--- src/hdl/mbct_pkg.sv ---
// Shared types and constants for the beat clock timeline block.
// Depends on nothing; every other file in hdl imports it.
`default_nettype none

package mbct_pkg;

	localparam int unsigned TICKS_PER_BEAT       = 24;
	localparam int unsigned RATE_HZ              = 44100;
	localparam int unsigned DEFAULT_BEAT_SAMPLES = 22050;
	localparam int unsigned US_PER_S             = 1000000;
	localparam int unsigned TEMPO_MIN            = 8000;
	localparam int unsigned TEMPO_MAX            = 100000;
	localparam int unsigned TEMPO_SCALE          = TICKS_PER_BEAT * RATE_HZ;
	localparam int unsigned BAR_BEATS_MAX        = 16;

	// register reset values
	localparam logic [4:0]  BPB_RESET    = 5'd4;
	localparam logic [16:0] SUB_RESET    = 17'd11025;
	localparam logic [7:0]  GRACE_RESET  = 8'd16;
	localparam logic [9:0]  WINDOW_RESET = 10'd128;

	// serial divider widths
	localparam int unsigned DV_W  = 64;
	localparam int unsigned DS_W  = 21;
	localparam int unsigned CNT_W = 7;

	typedef enum logic [2:0] {
		REQ_ADVANCE = 3'd0,
		REQ_TICK    = 3'd1,
		REQ_SYNC    = 3'd2,
		REQ_SET     = 3'd3,
		REQ_POLL    = 3'd4,
		REQ_RESET   = 3'd5
	} req_code_t;

	localparam logic [1:0] MODE_PLAY = 2'd1;
	localparam logic [1:0] MODE_REC  = 2'd2;

	typedef struct packed {
		logic [4:0]  bar_beats;
		logic [16:0] subdivision_samples;
		logic [7:0]  grace_samples;
		logic [9:0]  boundary_window;
	} cfg_t;

	typedef struct packed {
		logic        valid;
		logic [2:0]  req_type;
		logic [15:0] sample_count;
		logic [19:0] tick_period_us;
		logic [1:0]  transport_mode;
	} evt_t;

	typedef struct packed {
		logic        valid;
		logic [63:0] position;
		logic [31:0] beat_index;
		logic [4:0]  tick_index;
		logic [16:0] beat_length;
		logic [16:0] to_next_beat;
		logic [20:0] to_next_bar;
		logic [16:0] to_next_subdivision;
		logic        on_beat;
		logic        on_bar;
		logic        beat_seen;
		logic        running;
		logic        tempo_taken;
	} res_t;

	typedef struct packed {
		logic             start;
		logic [CNT_W-1:0] nbits;
		logic [DV_W-1:0]  dividend;
		logic [DS_W-1:0]  divisor;
	} dv_req_t;

	typedef struct packed {
		logic            done;
		logic [DV_W-1:0] quot;
		logic [DS_W-1:0] rem;
	} dv_rsp_t;

endpackage

`default_nettype wire

--- src/hdl/mbct_div.sv ---
// Bit-serial restoring divider, one quotient bit per cycle.
// Depends on mbct_pkg.
`default_nettype none

module mbct_div (
	input  wire logic             clk,
	input  wire logic             arst_n,
	input  wire mbct_pkg::dv_req_t req,
	output      mbct_pkg::dv_rsp_t rsp
);
	import mbct_pkg::*;

	logic             busy_q;
	logic             done_q;
	logic [CNT_W-1:0] cnt_q;
	logic [DS_W-1:0]  rem_q;
	logic [DS_W-1:0]  dvs_q;
	logic [DV_W-1:0]  dq_q;

	logic [DS_W:0] trial;
	logic [DS_W:0] diff;
	logic          ge;

	assign trial = {rem_q, dq_q[DV_W-1]};
	assign diff  = trial - {1'b0, dvs_q};
	assign ge    = trial >= {1'b0, dvs_q};

	always_ff @(posedge clk or negedge arst_n) begin
		if (!arst_n) begin
			busy_q <= 1'b0;
			done_q <= 1'b0;
			cnt_q  <= '0;
		end else begin
			done_q <= 1'b0;
			if (req.start) begin
				busy_q <= 1'b1;
				cnt_q  <= req.nbits;
			end else if (busy_q) begin
				cnt_q <= cnt_q - 1'b1;
				if (cnt_q == CNT_W'(1)) begin
					busy_q <= 1'b0;
					done_q <= 1'b1;
				end
			end
		end
	end

	// dividend shifts out at the top while quotient bits shift in below
	always_ff @(posedge clk) begin
		if (req.start) begin
			rem_q <= '0;
			dvs_q <= req.divisor;
			dq_q  <= req.dividend;
		end else if (busy_q) begin
			rem_q <= ge ? diff[DS_W-1:0] : trial[DS_W-1:0];
			dq_q  <= {dq_q[DV_W-2:0], ge};
		end
	end

	assign rsp.done = done_q;
	assign rsp.quot = dq_q;
	assign rsp.rem  = rem_q;

endmodule

`default_nettype wire

--- src/hdl/mbct_core.sv ---
// Timeline state and the step sequencer that drives the serial divider.
// Depends on mbct_pkg and mbct_div.
`default_nettype none

module mbct_core (
	input  wire logic           clk,
	input  wire logic           arst_n,
	input  wire mbct_pkg::cfg_t cfg,
	input  wire mbct_pkg::evt_t evt,
	output      logic           evt_ready,
	output      mbct_pkg::res_t res,
	input  wire logic           res_ready
);
	import mbct_pkg::*;

	typedef enum logic [4:0] {
		S_IDLE, S_TMUL, S_TDIV_GO, S_TDIV_WAIT, S_MUL1,
		S_D1_GO, S_D1_WAIT, S_D2_GO, S_D2_WAIT, S_D3_GO, S_D3_WAIT,
		S_MUL2, S_D4_GO, S_D4_WAIT, S_MUL3, S_D5_GO, S_D5_WAIT,
		S_FIN, S_DONE
	} state_t;

	state_t state_q;

	logic [63:0] pos_q;
	logic [31:0] beat_q;
	logic [4:0]  tick_q;
	logic [16:0] spb_q;
	logic [1:0]  mode_q;
	logic        pend_q;
	logic        seen_q;
	logic        taken_q;
	logic [19:0] period_q;
	logic [40:0] prod_q;
	logic [20:0] barlen_q;
	logic [48:0] bstart_q;
	logic [16:0] to_beat_q;
	logic [20:0] to_bar_q;
	logic [12:0] q24_q;
	logic [16:0] elapsed_q;
	logic [16:0] subq_q;
	logic [16:0] to_sub_q;
	logic        barzero_q;
	logic        on_beat_q;
	logic        on_bar_q;
	dv_req_t     dv_req_q;
	dv_rsp_t     dv_rsp;

	logic [4:0]  bpb_eff;
	logic [16:0] sub_eff;
	logic        wrap;
	logic [17:0] elapsed_raw;
	logic [34:0] next_raw;
	logic [16:0] next_cl;
	logic [63:0] pos_diff;

	assign bpb_eff = (cfg.bar_beats == 5'd0) ? 5'd1 :
		(cfg.bar_beats > 5'(BAR_BEATS_MAX)) ? 5'(BAR_BEATS_MAX) : cfg.bar_beats;
	assign sub_eff = (cfg.subdivision_samples == 17'd0) ? 17'd1 : cfg.subdivision_samples;
	assign wrap    = (evt.req_type == REQ_TICK) && (tick_q >= 5'(TICKS_PER_BEAT - 1));
	assign elapsed_raw = 18'(tick_q) * 18'(q24_q);
	assign next_raw    = 35'(18'(subq_q) + 18'd1) * 35'(sub_eff);
	assign next_cl     = (next_raw > 35'(spb_q)) ? spb_q : next_raw[16:0];
	assign pos_diff    = pos_q - 64'(bstart_q);

	mbct_div u_div (
		.clk    (clk),
		.arst_n (arst_n),
		.req    (dv_req_q),
		.rsp    (dv_rsp)
	);

	always_ff @(posedge clk or negedge arst_n) begin
		if (!arst_n) begin
			state_q  <= S_IDLE;
			pos_q    <= '0;
			beat_q   <= '0;
			tick_q   <= '0;
			spb_q    <= 17'(DEFAULT_BEAT_SAMPLES);
			mode_q   <= '0;
			pend_q   <= 1'b0;
			seen_q   <= 1'b0;
			taken_q  <= 1'b0;
			dv_req_q <= '0;
		end else begin
			dv_req_q.start <= 1'b0;
			case (state_q)
				S_IDLE: begin
					if (evt.valid) begin
						period_q <= evt.tick_period_us;
						taken_q  <= 1'b0;
						seen_q   <= wrap | pend_q;
						if (evt.req_type == REQ_POLL) begin
							pend_q <= 1'b0;
						end else if (wrap) begin
							pend_q <= 1'b1;
						end
						case (evt.req_type)
							REQ_ADVANCE: pos_q <= pos_q + 64'(evt.sample_count);
							REQ_TICK: begin
								if (wrap) begin
									tick_q <= '0;
									beat_q <= beat_q + 32'd1;
								end else begin
									tick_q <= tick_q + 5'd1;
								end
							end
							REQ_SET: mode_q <= evt.transport_mode;
							REQ_RESET: begin
								pos_q  <= '0;
								beat_q <= '0;
								tick_q <= '0;
								spb_q  <= 17'(DEFAULT_BEAT_SAMPLES);
								mode_q <= '0;
							end
							default: ;
						endcase
						state_q <= (evt.req_type == REQ_SYNC) ? S_TMUL : S_MUL1;
					end
				end
				S_TMUL: begin
					prod_q  <= 41'(period_q) * 41'(TEMPO_SCALE);
					state_q <= S_TDIV_GO;
				end
				S_TDIV_GO: begin
					dv_req_q <= {1'b1, CNT_W'(41), {prod_q, 23'd0}, DS_W'(US_PER_S)};
					state_q  <= S_TDIV_WAIT;
				end
				S_TDIV_WAIT: begin
					if (dv_rsp.done) begin
						if (dv_rsp.quot >= 64'(TEMPO_MIN) && dv_rsp.quot <= 64'(TEMPO_MAX)) begin
							spb_q   <= dv_rsp.quot[16:0];
							taken_q <= 1'b1;
						end
						state_q <= S_MUL1;
					end
				end
				S_MUL1: begin
					barlen_q <= 21'(spb_q) * 21'(bpb_eff);
					bstart_q <= 49'(beat_q) * 49'(spb_q);
					state_q  <= S_D1_GO;
				end
				S_D1_GO: begin
					dv_req_q <= {1'b1, CNT_W'(64), pos_q, DS_W'(spb_q)};
					state_q  <= S_D1_WAIT;
				end
				S_D1_WAIT: begin
					if (dv_rsp.done) begin
						to_beat_q <= (dv_rsp.rem <= DS_W'(cfg.grace_samples)) ? 17'd0 :
							spb_q - dv_rsp.rem[16:0];
						state_q <= S_D2_GO;
					end
				end
				S_D2_GO: begin
					dv_req_q <= {1'b1, CNT_W'(64), pos_q, barlen_q};
					state_q  <= S_D2_WAIT;
				end
				S_D2_WAIT: begin
					if (dv_rsp.done) begin
						to_bar_q <= (dv_rsp.rem <= DS_W'(cfg.grace_samples)) ? 21'd0 :
							barlen_q - dv_rsp.rem;
						state_q <= S_D3_GO;
					end
				end
				S_D3_GO: begin
					dv_req_q <= {1'b1, CNT_W'(17), {spb_q, 47'd0}, DS_W'(TICKS_PER_BEAT)};
					state_q  <= S_D3_WAIT;
				end
				S_D3_WAIT: begin
					if (dv_rsp.done) begin
						q24_q   <= dv_rsp.quot[12:0];
						state_q <= S_MUL2;
					end
				end
				S_MUL2: begin
					elapsed_q <= (elapsed_raw > 18'(spb_q)) ? spb_q : elapsed_raw[16:0];
					state_q   <= S_D4_GO;
				end
				S_D4_GO: begin
					if (sub_eff >= spb_q) begin
						to_sub_q <= spb_q - elapsed_q;
						state_q  <= S_D5_GO;
					end else begin
						dv_req_q <= {1'b1, CNT_W'(17), {elapsed_q, 47'd0}, DS_W'(sub_eff)};
						state_q  <= S_D4_WAIT;
					end
				end
				S_D4_WAIT: begin
					if (dv_rsp.done) begin
						subq_q  <= dv_rsp.quot[16:0];
						state_q <= S_MUL3;
					end
				end
				S_MUL3: begin
					to_sub_q <= next_cl - elapsed_q;
					state_q  <= S_D5_GO;
				end
				S_D5_GO: begin
					dv_req_q <= {1'b1, CNT_W'(32), {beat_q, 32'd0}, DS_W'(bpb_eff)};
					state_q  <= S_D5_WAIT;
				end
				S_D5_WAIT: begin
					if (dv_rsp.done) begin
						barzero_q <= (dv_rsp.rem == '0);
						state_q   <= S_FIN;
					end
				end
				S_FIN: begin
					on_beat_q <= (pos_q >= 64'(bstart_q)) &&
						(pos_diff <= 64'(cfg.boundary_window));
					on_bar_q  <= (pos_q >= 64'(bstart_q)) &&
						(pos_diff <= 64'(cfg.boundary_window)) && barzero_q;
					state_q   <= S_DONE;
				end
				S_DONE: begin
					if (res_ready) begin
						state_q <= S_IDLE;
					end
				end
				default: state_q <= S_IDLE;
			endcase
		end
	end

	assign evt_ready = (state_q == S_IDLE);

	assign res.valid               = (state_q == S_DONE);
	assign res.position            = pos_q;
	assign res.beat_index          = beat_q;
	assign res.tick_index          = tick_q;
	assign res.beat_length         = spb_q;
	assign res.to_next_beat        = to_beat_q;
	assign res.to_next_bar         = to_bar_q;
	assign res.to_next_subdivision = to_sub_q;
	assign res.on_beat             = on_beat_q;
	assign res.on_bar              = on_bar_q;
	assign res.beat_seen           = seen_q;
	assign res.running             = (mode_q == MODE_PLAY) || (mode_q == MODE_REC);
	assign res.tempo_taken         = taken_q;

`ifndef SYNTH
	a_spb_range: assert property (@(posedge clk) disable iff (!arst_n)
		spb_q >= 17'(TEMPO_MIN) && spb_q <= 17'(TEMPO_MAX))
		else $error("beat length left its range");
	a_tick_range: assert property (@(posedge clk) disable iff (!arst_n)
		tick_q < 5'(TICKS_PER_BEAT))
		else $error("tick position past beat end");
	a_no_accept_busy: assert property (@(posedge clk) disable iff (!arst_n)
		!(evt_ready && res.valid))
		else $error("result pending while accepting beats");
	a_start_idle: assert property (@(posedge clk) disable iff (!arst_n)
		dv_req_q.start |-> !(state_q == S_IDLE || state_q == S_DONE))
		else $error("divider started outside the sequence");
`endif

endmodule

`default_nettype wire

--- src/hdl/midi_beat_clock_timeline_top.sv ---
// Beat clock timeline: configuration registers, stream handshake, result register.
// Depends on mbct_pkg, mbct_core (and mbct_div below it).
// A tempo sync adds one 41-bit tempo divide; the subdivision divide is skipped when
// the subdivision is not shorter than the beat. One beat in flight: the next is taken
// in the cycle after the result moves to the output register. Time is set by the shared
// bit-serial divider: two 64-bit modulos and up to three short divides per event, plus
// the tempo divide for a sync. Reset: arst_n clears at once, no pass.
`default_nettype none

module midi_beat_clock_timeline_top (
	input  wire logic          clk,
	input  wire logic          arst_n,
	// configuration port
	input  wire logic          psel,
	input  wire logic          penable,
	input  wire logic          pwrite,
	input  wire logic [3:0]    paddr,
	input  wire logic [31:0]   pwdata,
	output      logic [31:0]   prdata,
	output      logic          pready,
	// input events
	input  wire logic          s_axis_tvalid,
	output      logic          s_axis_tready,
	// [15:0] sample_count, [35:16] tick_period_us, [37:36] transport_mode, [39:38] zero
	input  wire logic [39:0]   s_axis_tdata,
	// [2:0] req_type
	input  wire logic [2:0]    s_axis_tuser,
	// results
	output      logic          m_axis_tvalid,
	input  wire logic          m_axis_tready,
	// [63:0] position, [95:64] beat_index, [100:96] tick_index,
	// [117:101] beat_length, [134:118] to_next_beat, [155:135] to_next_bar,
	// [172:156] to_next_subdivision, [173] on_beat, [174] on_bar,
	// [175] beat_seen, [176] running, [177] tempo_taken, [183:178] zero
	output      logic [183:0]  m_axis_tdata
);
	import mbct_pkg::*;

	typedef enum logic [1:0] {
		REG_BPB    = 2'd0,
		REG_SUB    = 2'd1,
		REG_GRACE  = 2'd2,
		REG_WINDOW = 2'd3
	} reg_idx_t;

	cfg_t         cfg_q;
	evt_t         evt;
	res_t         res;
	logic         evt_ready;
	logic         res_ready;
	logic         wr_en;
	logic         mvalid_q;
	logic [183:0] mdata_q;

	assign pready = 1'b1;
	assign wr_en  = psel && penable && pwrite && pready;

	// register file; upper address bits pick the register, byte lanes ignored
	always_ff @(posedge clk or negedge arst_n) begin
		if (!arst_n) begin
			cfg_q.bar_beats           <= BPB_RESET;
			cfg_q.subdivision_samples <= SUB_RESET;
			cfg_q.grace_samples       <= GRACE_RESET;
			cfg_q.boundary_window     <= WINDOW_RESET;
		end else if (wr_en) begin
			case (reg_idx_t'(paddr[3:2]))
				REG_BPB:    cfg_q.bar_beats           <= pwdata[4:0];
				REG_SUB:    cfg_q.subdivision_samples <= pwdata[16:0];
				REG_GRACE:  cfg_q.grace_samples       <= pwdata[7:0];
				REG_WINDOW: cfg_q.boundary_window     <= pwdata[9:0];
				default: ;
			endcase
		end
	end

	always_comb begin
		case (reg_idx_t'(paddr[3:2]))
			REG_BPB:    prdata = 32'(cfg_q.bar_beats);
			REG_SUB:    prdata = 32'(cfg_q.subdivision_samples);
			REG_GRACE:  prdata = 32'(cfg_q.grace_samples);
			REG_WINDOW: prdata = 32'(cfg_q.boundary_window);
			default:    prdata = '0;
		endcase
	end

	// unpack the input beat; the core takes it only while idle
	assign evt.valid          = s_axis_tvalid;
	assign evt.req_type       = s_axis_tuser;
	assign evt.sample_count   = s_axis_tdata[15:0];
	assign evt.tick_period_us = s_axis_tdata[35:16];
	assign evt.transport_mode = s_axis_tdata[37:36];
	assign s_axis_tready      = evt_ready;

	mbct_core u_core (
		.clk       (clk),
		.arst_n    (arst_n),
		.cfg       (cfg_q),
		.evt       (evt),
		.evt_ready (evt_ready),
		.res       (res),
		.res_ready (res_ready)
	);

	// output register: load whenever it is empty or being drained
	assign res_ready = !mvalid_q || m_axis_tready;

	always_ff @(posedge clk or negedge arst_n) begin
		if (!arst_n) begin
			mvalid_q <= 1'b0;
		end else if (res_ready) begin
			mvalid_q <= res.valid;
		end
	end

	always_ff @(posedge clk) begin
		if (res_ready && res.valid) begin
			mdata_q <= {6'd0, res.tempo_taken, res.running, res.beat_seen, res.on_bar,
				res.on_beat, res.to_next_subdivision, res.to_next_bar, res.to_next_beat,
				res.beat_length, res.tick_index, res.beat_index, res.position};
		end
	end

	assign m_axis_tvalid = mvalid_q;
	assign m_axis_tdata  = mdata_q;

endmodule

`default_nettype wire

--- config.mk ---
export PLATFORM = sky130hd
export DESIGN_NAME = midi_beat_clock_timeline_top
export DESIGN_NICKNAME = d
export VERILOG_FILES = /design/src/hdl/mbct_pkg.sv /design/src/hdl/mbct_div.sv /design/src/hdl/mbct_core.sv /design/src/hdl/midi_beat_clock_timeline_top.sv
export SDC_FILE = /design/constraint.sdc
export NUM_CORES = 2
export LEC_CHECK = 0
export ABC_AREA = 1
export BUFFER_PORTS_ARGS = -buffer_cell sky130_fd_sc_hd__buf_2
export CAP_MARGIN = 20
export CELL_PAD_IN_SITES_DETAIL_PLACEMENT = 1
export CELL_PAD_IN_SITES_GLOBAL_PLACEMENT = 1
export CORE_MARGIN = 2
export CORE_UTILIZATION = 53
export CTS_CLUSTER_SIZE = 30
export DETAILED_ROUTE_END_ITERATION = 6
export PLACE_DENSITY_LB_ADDON = 0.25
export SYNTH_ARGS = -nofsm -noshare
export SYNTH_HDL_FRONTEND = slang
export SYNTH_SLANG_ARGS = --single-unit
--- constraint.sdc ---
create_clock -name clk -period 21.1 [get_ports clk]
set_input_delay 1.055 -clock clk [delete_from_list [all_inputs] [get_ports clk]]
set_output_delay 1.055 -clock clk [all_outputs]
set_load 0.01 [all_outputs]
==> flow_summary.ini <==
[run_status]
status = complete, no violations

[layout]
area_growth_pct = 8.34
layout_commonest_cell = nand2_1
layout_common_cells = 2288 x nand2_1, 2005 x inv_1, 828 x fa_1
design_area_mm2 = 0.0857
nets = 11324
post-route-util_pct = 57.9
drive_gt1_share_pct = 6.74

[global_route]
grt-ovfl-total = 0
grt_first_pass_wirelength_mm = 461
grt_antenna_before_repair = 14
first_global_vias = 75854
grt_max_degree = 100
grtUsageTotal_pct = 40.3

[timing]
worst_slack_ns = 8.45
maxSlewViolCount = 0
skew_ns = 0.0498
rsz0062_at_grt = no
slew_headroom_pct = 15.3
layout_min_cycle_time_ns = 12.65
fin_crit_sh_pct = 60.0
worst_slew_pin_slew_ns = 1.26
finalSetupViolations = 0
tns_ns = 0
fmaxAchievable_ghz = 0.0790
hold_violations = 0

[worst_setup_path]
crit_path_max_incr_delay_ns = 0.82
crit_type = flip-flop to flip-flop
cp_slowest_cell = a221oi_1
crit_family = adder cells
worstPathArrival_ns = 13.13
cp_common_cell = nand2_1
required_ns = 21.58
cp_num_buf_inv = 8
crit_path_start_kind = flip-flop
endpoint_kind = flip-flop
critPathMaxFanout = 27

[cts]
htree_levels = 3
clock_sinks = 784
postCtsSetupRepairBufs = 0
clkTransAtPathRegs_ns = 0.06
cts_resized = 0
cts_root_buf = clkbuf_16
cts_max_path_buffers = 3
cts_buffers = 91
hold_buffers = 0
insertion_delay_ns = 0.75
tritoncts = built

[synthesis]
syn_avg_cell_area_um2 = 8.24
syn_inst = 9604
synth-seq-area-share_pct = 27.8
async_flop_share_pct = 34.3
synth-edff-count = 494
yosysUniqueCellTypes = 76
yosysWarnings = 0
ys_seq_elements = 784
synth.cell_area_mm2 = 0.0791
ys_dominant_reg_cell = edfxtp_1

[run]
max_cap_viol_count = 0

[floorplan]
die-width_um = 390
ios = 305
initial_core_util_pct = 53.5
die_h_um = 390
fp.coreArea_mm2 = 0.148
fp.dieArea_mm2 = 0.152
rows = 141

[placed_design]
gp_congestion = 0.972
hpwl_mm = 240
portBuffers = 263
post-place-ws_ns = 8.70
placed_cell_area_mm2 = 0.0825

[detailed_routing]
route.detailed.drc = 0
drtPass1Iterations = 7
drt_iter0_markers = 5250
viasPerCell = 5.91
vias = 69678
wl_per_cell_um = 26.0
drt_wl_total_mm = 306
final_antenna_net_count = 0

[min_path]
hp-class = input port to async pin
-- cells by family (layout without fill, tap and decap cells) --
kind of cell | Yosys count | in the layout | share of synthesized area, %
AOI/OAI and AO/OA | 1213 | 1213 | 8.99
xor gates and xnor gates | 206 | 206 | 2.28
adders and majority gates | 1463 | 1463 | 31.0
buffers and inverters | 2353 | 2583 | 11.3
DFF | 784 | 784 | 27.8
other | 2 | 30 | 0.00949
and+or+nand+nor | 3583 | 3583 | 18.6
-- synthesized netlist by cell type, types with 29 or more instances --
cell	n	area [um^2]
xnor2_1	55	482
a31oi_1	37	231
buf_1	60	225
nand3_1	221	1110
o211ai_1	61	458
fa_1	828	16600
nor2_1	701	2630
nor4_1	63	394
o21bai_1	37	278
xor2_1	151	1320
o31ai_1	45	338
o21a_1	33	248
inv_1	2006	7530
clkbuf_1	214	803
ha_1	635	7950
edfxtp_1	494	14800
nand2_1	2288	8590
nand4_1	101	632
o21ai_1	29	145
o21ai_0	343	1720
o22ai_1	36	225
dfrtp_1	254	6360
nor3_1	113	566
a221oi_1	33	289
a21oi_1	441	2210
-- through the flow --
step                      hold WS, ns  cells
final                           0.416  11792
after global routing            0.421  11786
after CTS                       0.417  11779
after detailed placement        0.406  11607
after global placement          0.400  11606
after floorplan                 0.400   9624
-- metal layers --
metal | GRT usage [%] | vias up | wire length [um]
met5 | 0 | - | 105
met4 | 26.6 | 16 | 24000
met3 | 6.92 | 1079 | 24100
met2 | 67.6 | 3123 | 146000
met1 | 47.7 | 34983 | 112000
li1 | - | 30477 | -
-- state kept, by name, indices dropped and copies added (netlist names), 2 cells and up --
| signal | flops |
|---|---|
| m_axis_tdata | 178 |
| u_core.dv_req_q | 91 |
| u_core.pos_q | 64 |
| u_core.u_div.dq_q | 64 |
| u_core.bstart_q | 49 |
| cfg_q | 40 |
| u_core.prod_q | 36 |
| u_core.beat_q | 32 |
| u_core.barlen_q | 21 |
| u_core.to_bar_q | 21 |
| u_core.u_div.dvs_q | 21 |
| u_core.u_div.rem_q | 21 |
| u_core.period_q | 20 |
| u_core.elapsed_q | 17 |
| u_core.spb_q | 17 |
| u_core.subq_q | 17 |
| u_core.to_beat_q | 17 |
| u_core.to_sub_q | 17 |
| u_core.q24_q | 13 |
| u_core.u_div.cnt_q | 7 |
| u_core.state_q | 5 |
| u_core.tick_q | 5 |
| u_core.mode_q | 2 |
-- layout make-up --
class                   instances  area, um^2
diodes                          8        20.0
clock buffers                 116        2520
clock inverters                56         576
fillers                     17842       62300
inverters                    2034        7640
multi-input cells            6487       48300
flip-flops and latches        784       22000
well taps                    1930        2410
repair buffers                377        2240
-- final timing paths --
check,endpoint,slack (ns),startpoint,cells past startpoint
setup reg to reg,u_core.to_sub_q[16]$_DFFE_PP_,8.45,u_core.subq_q[0]$_DFFE_PP_,47
min in group clk,m_axis_tdata[172]$_DFFE_PP_,0.42,u_core.to_sub_q[16]$_DFFE_PP_,0
max in group asynchronous,u_core.dv_req_q[92]$_DFF_PN0_,19.16,arst_n,2
setup / recovery,u_core.to_sub_q[16]$_DFFE_PP_,8.45,u_core.subq_q[0]$_DFFE_PP_,47
hold / removal,u_core.u_div.cnt_q[5]$_DFFE_PN0P_,0.42,arst_n,1
hold reg to reg,m_axis_tdata[172]$_DFFE_PP_,0.42,u_core.to_sub_q[16]$_DFFE_PP_,0
Power is left out: the tool's default activity adds up to more than one toggle a clock period on the data nets, which glitch-free logic cannot reach.
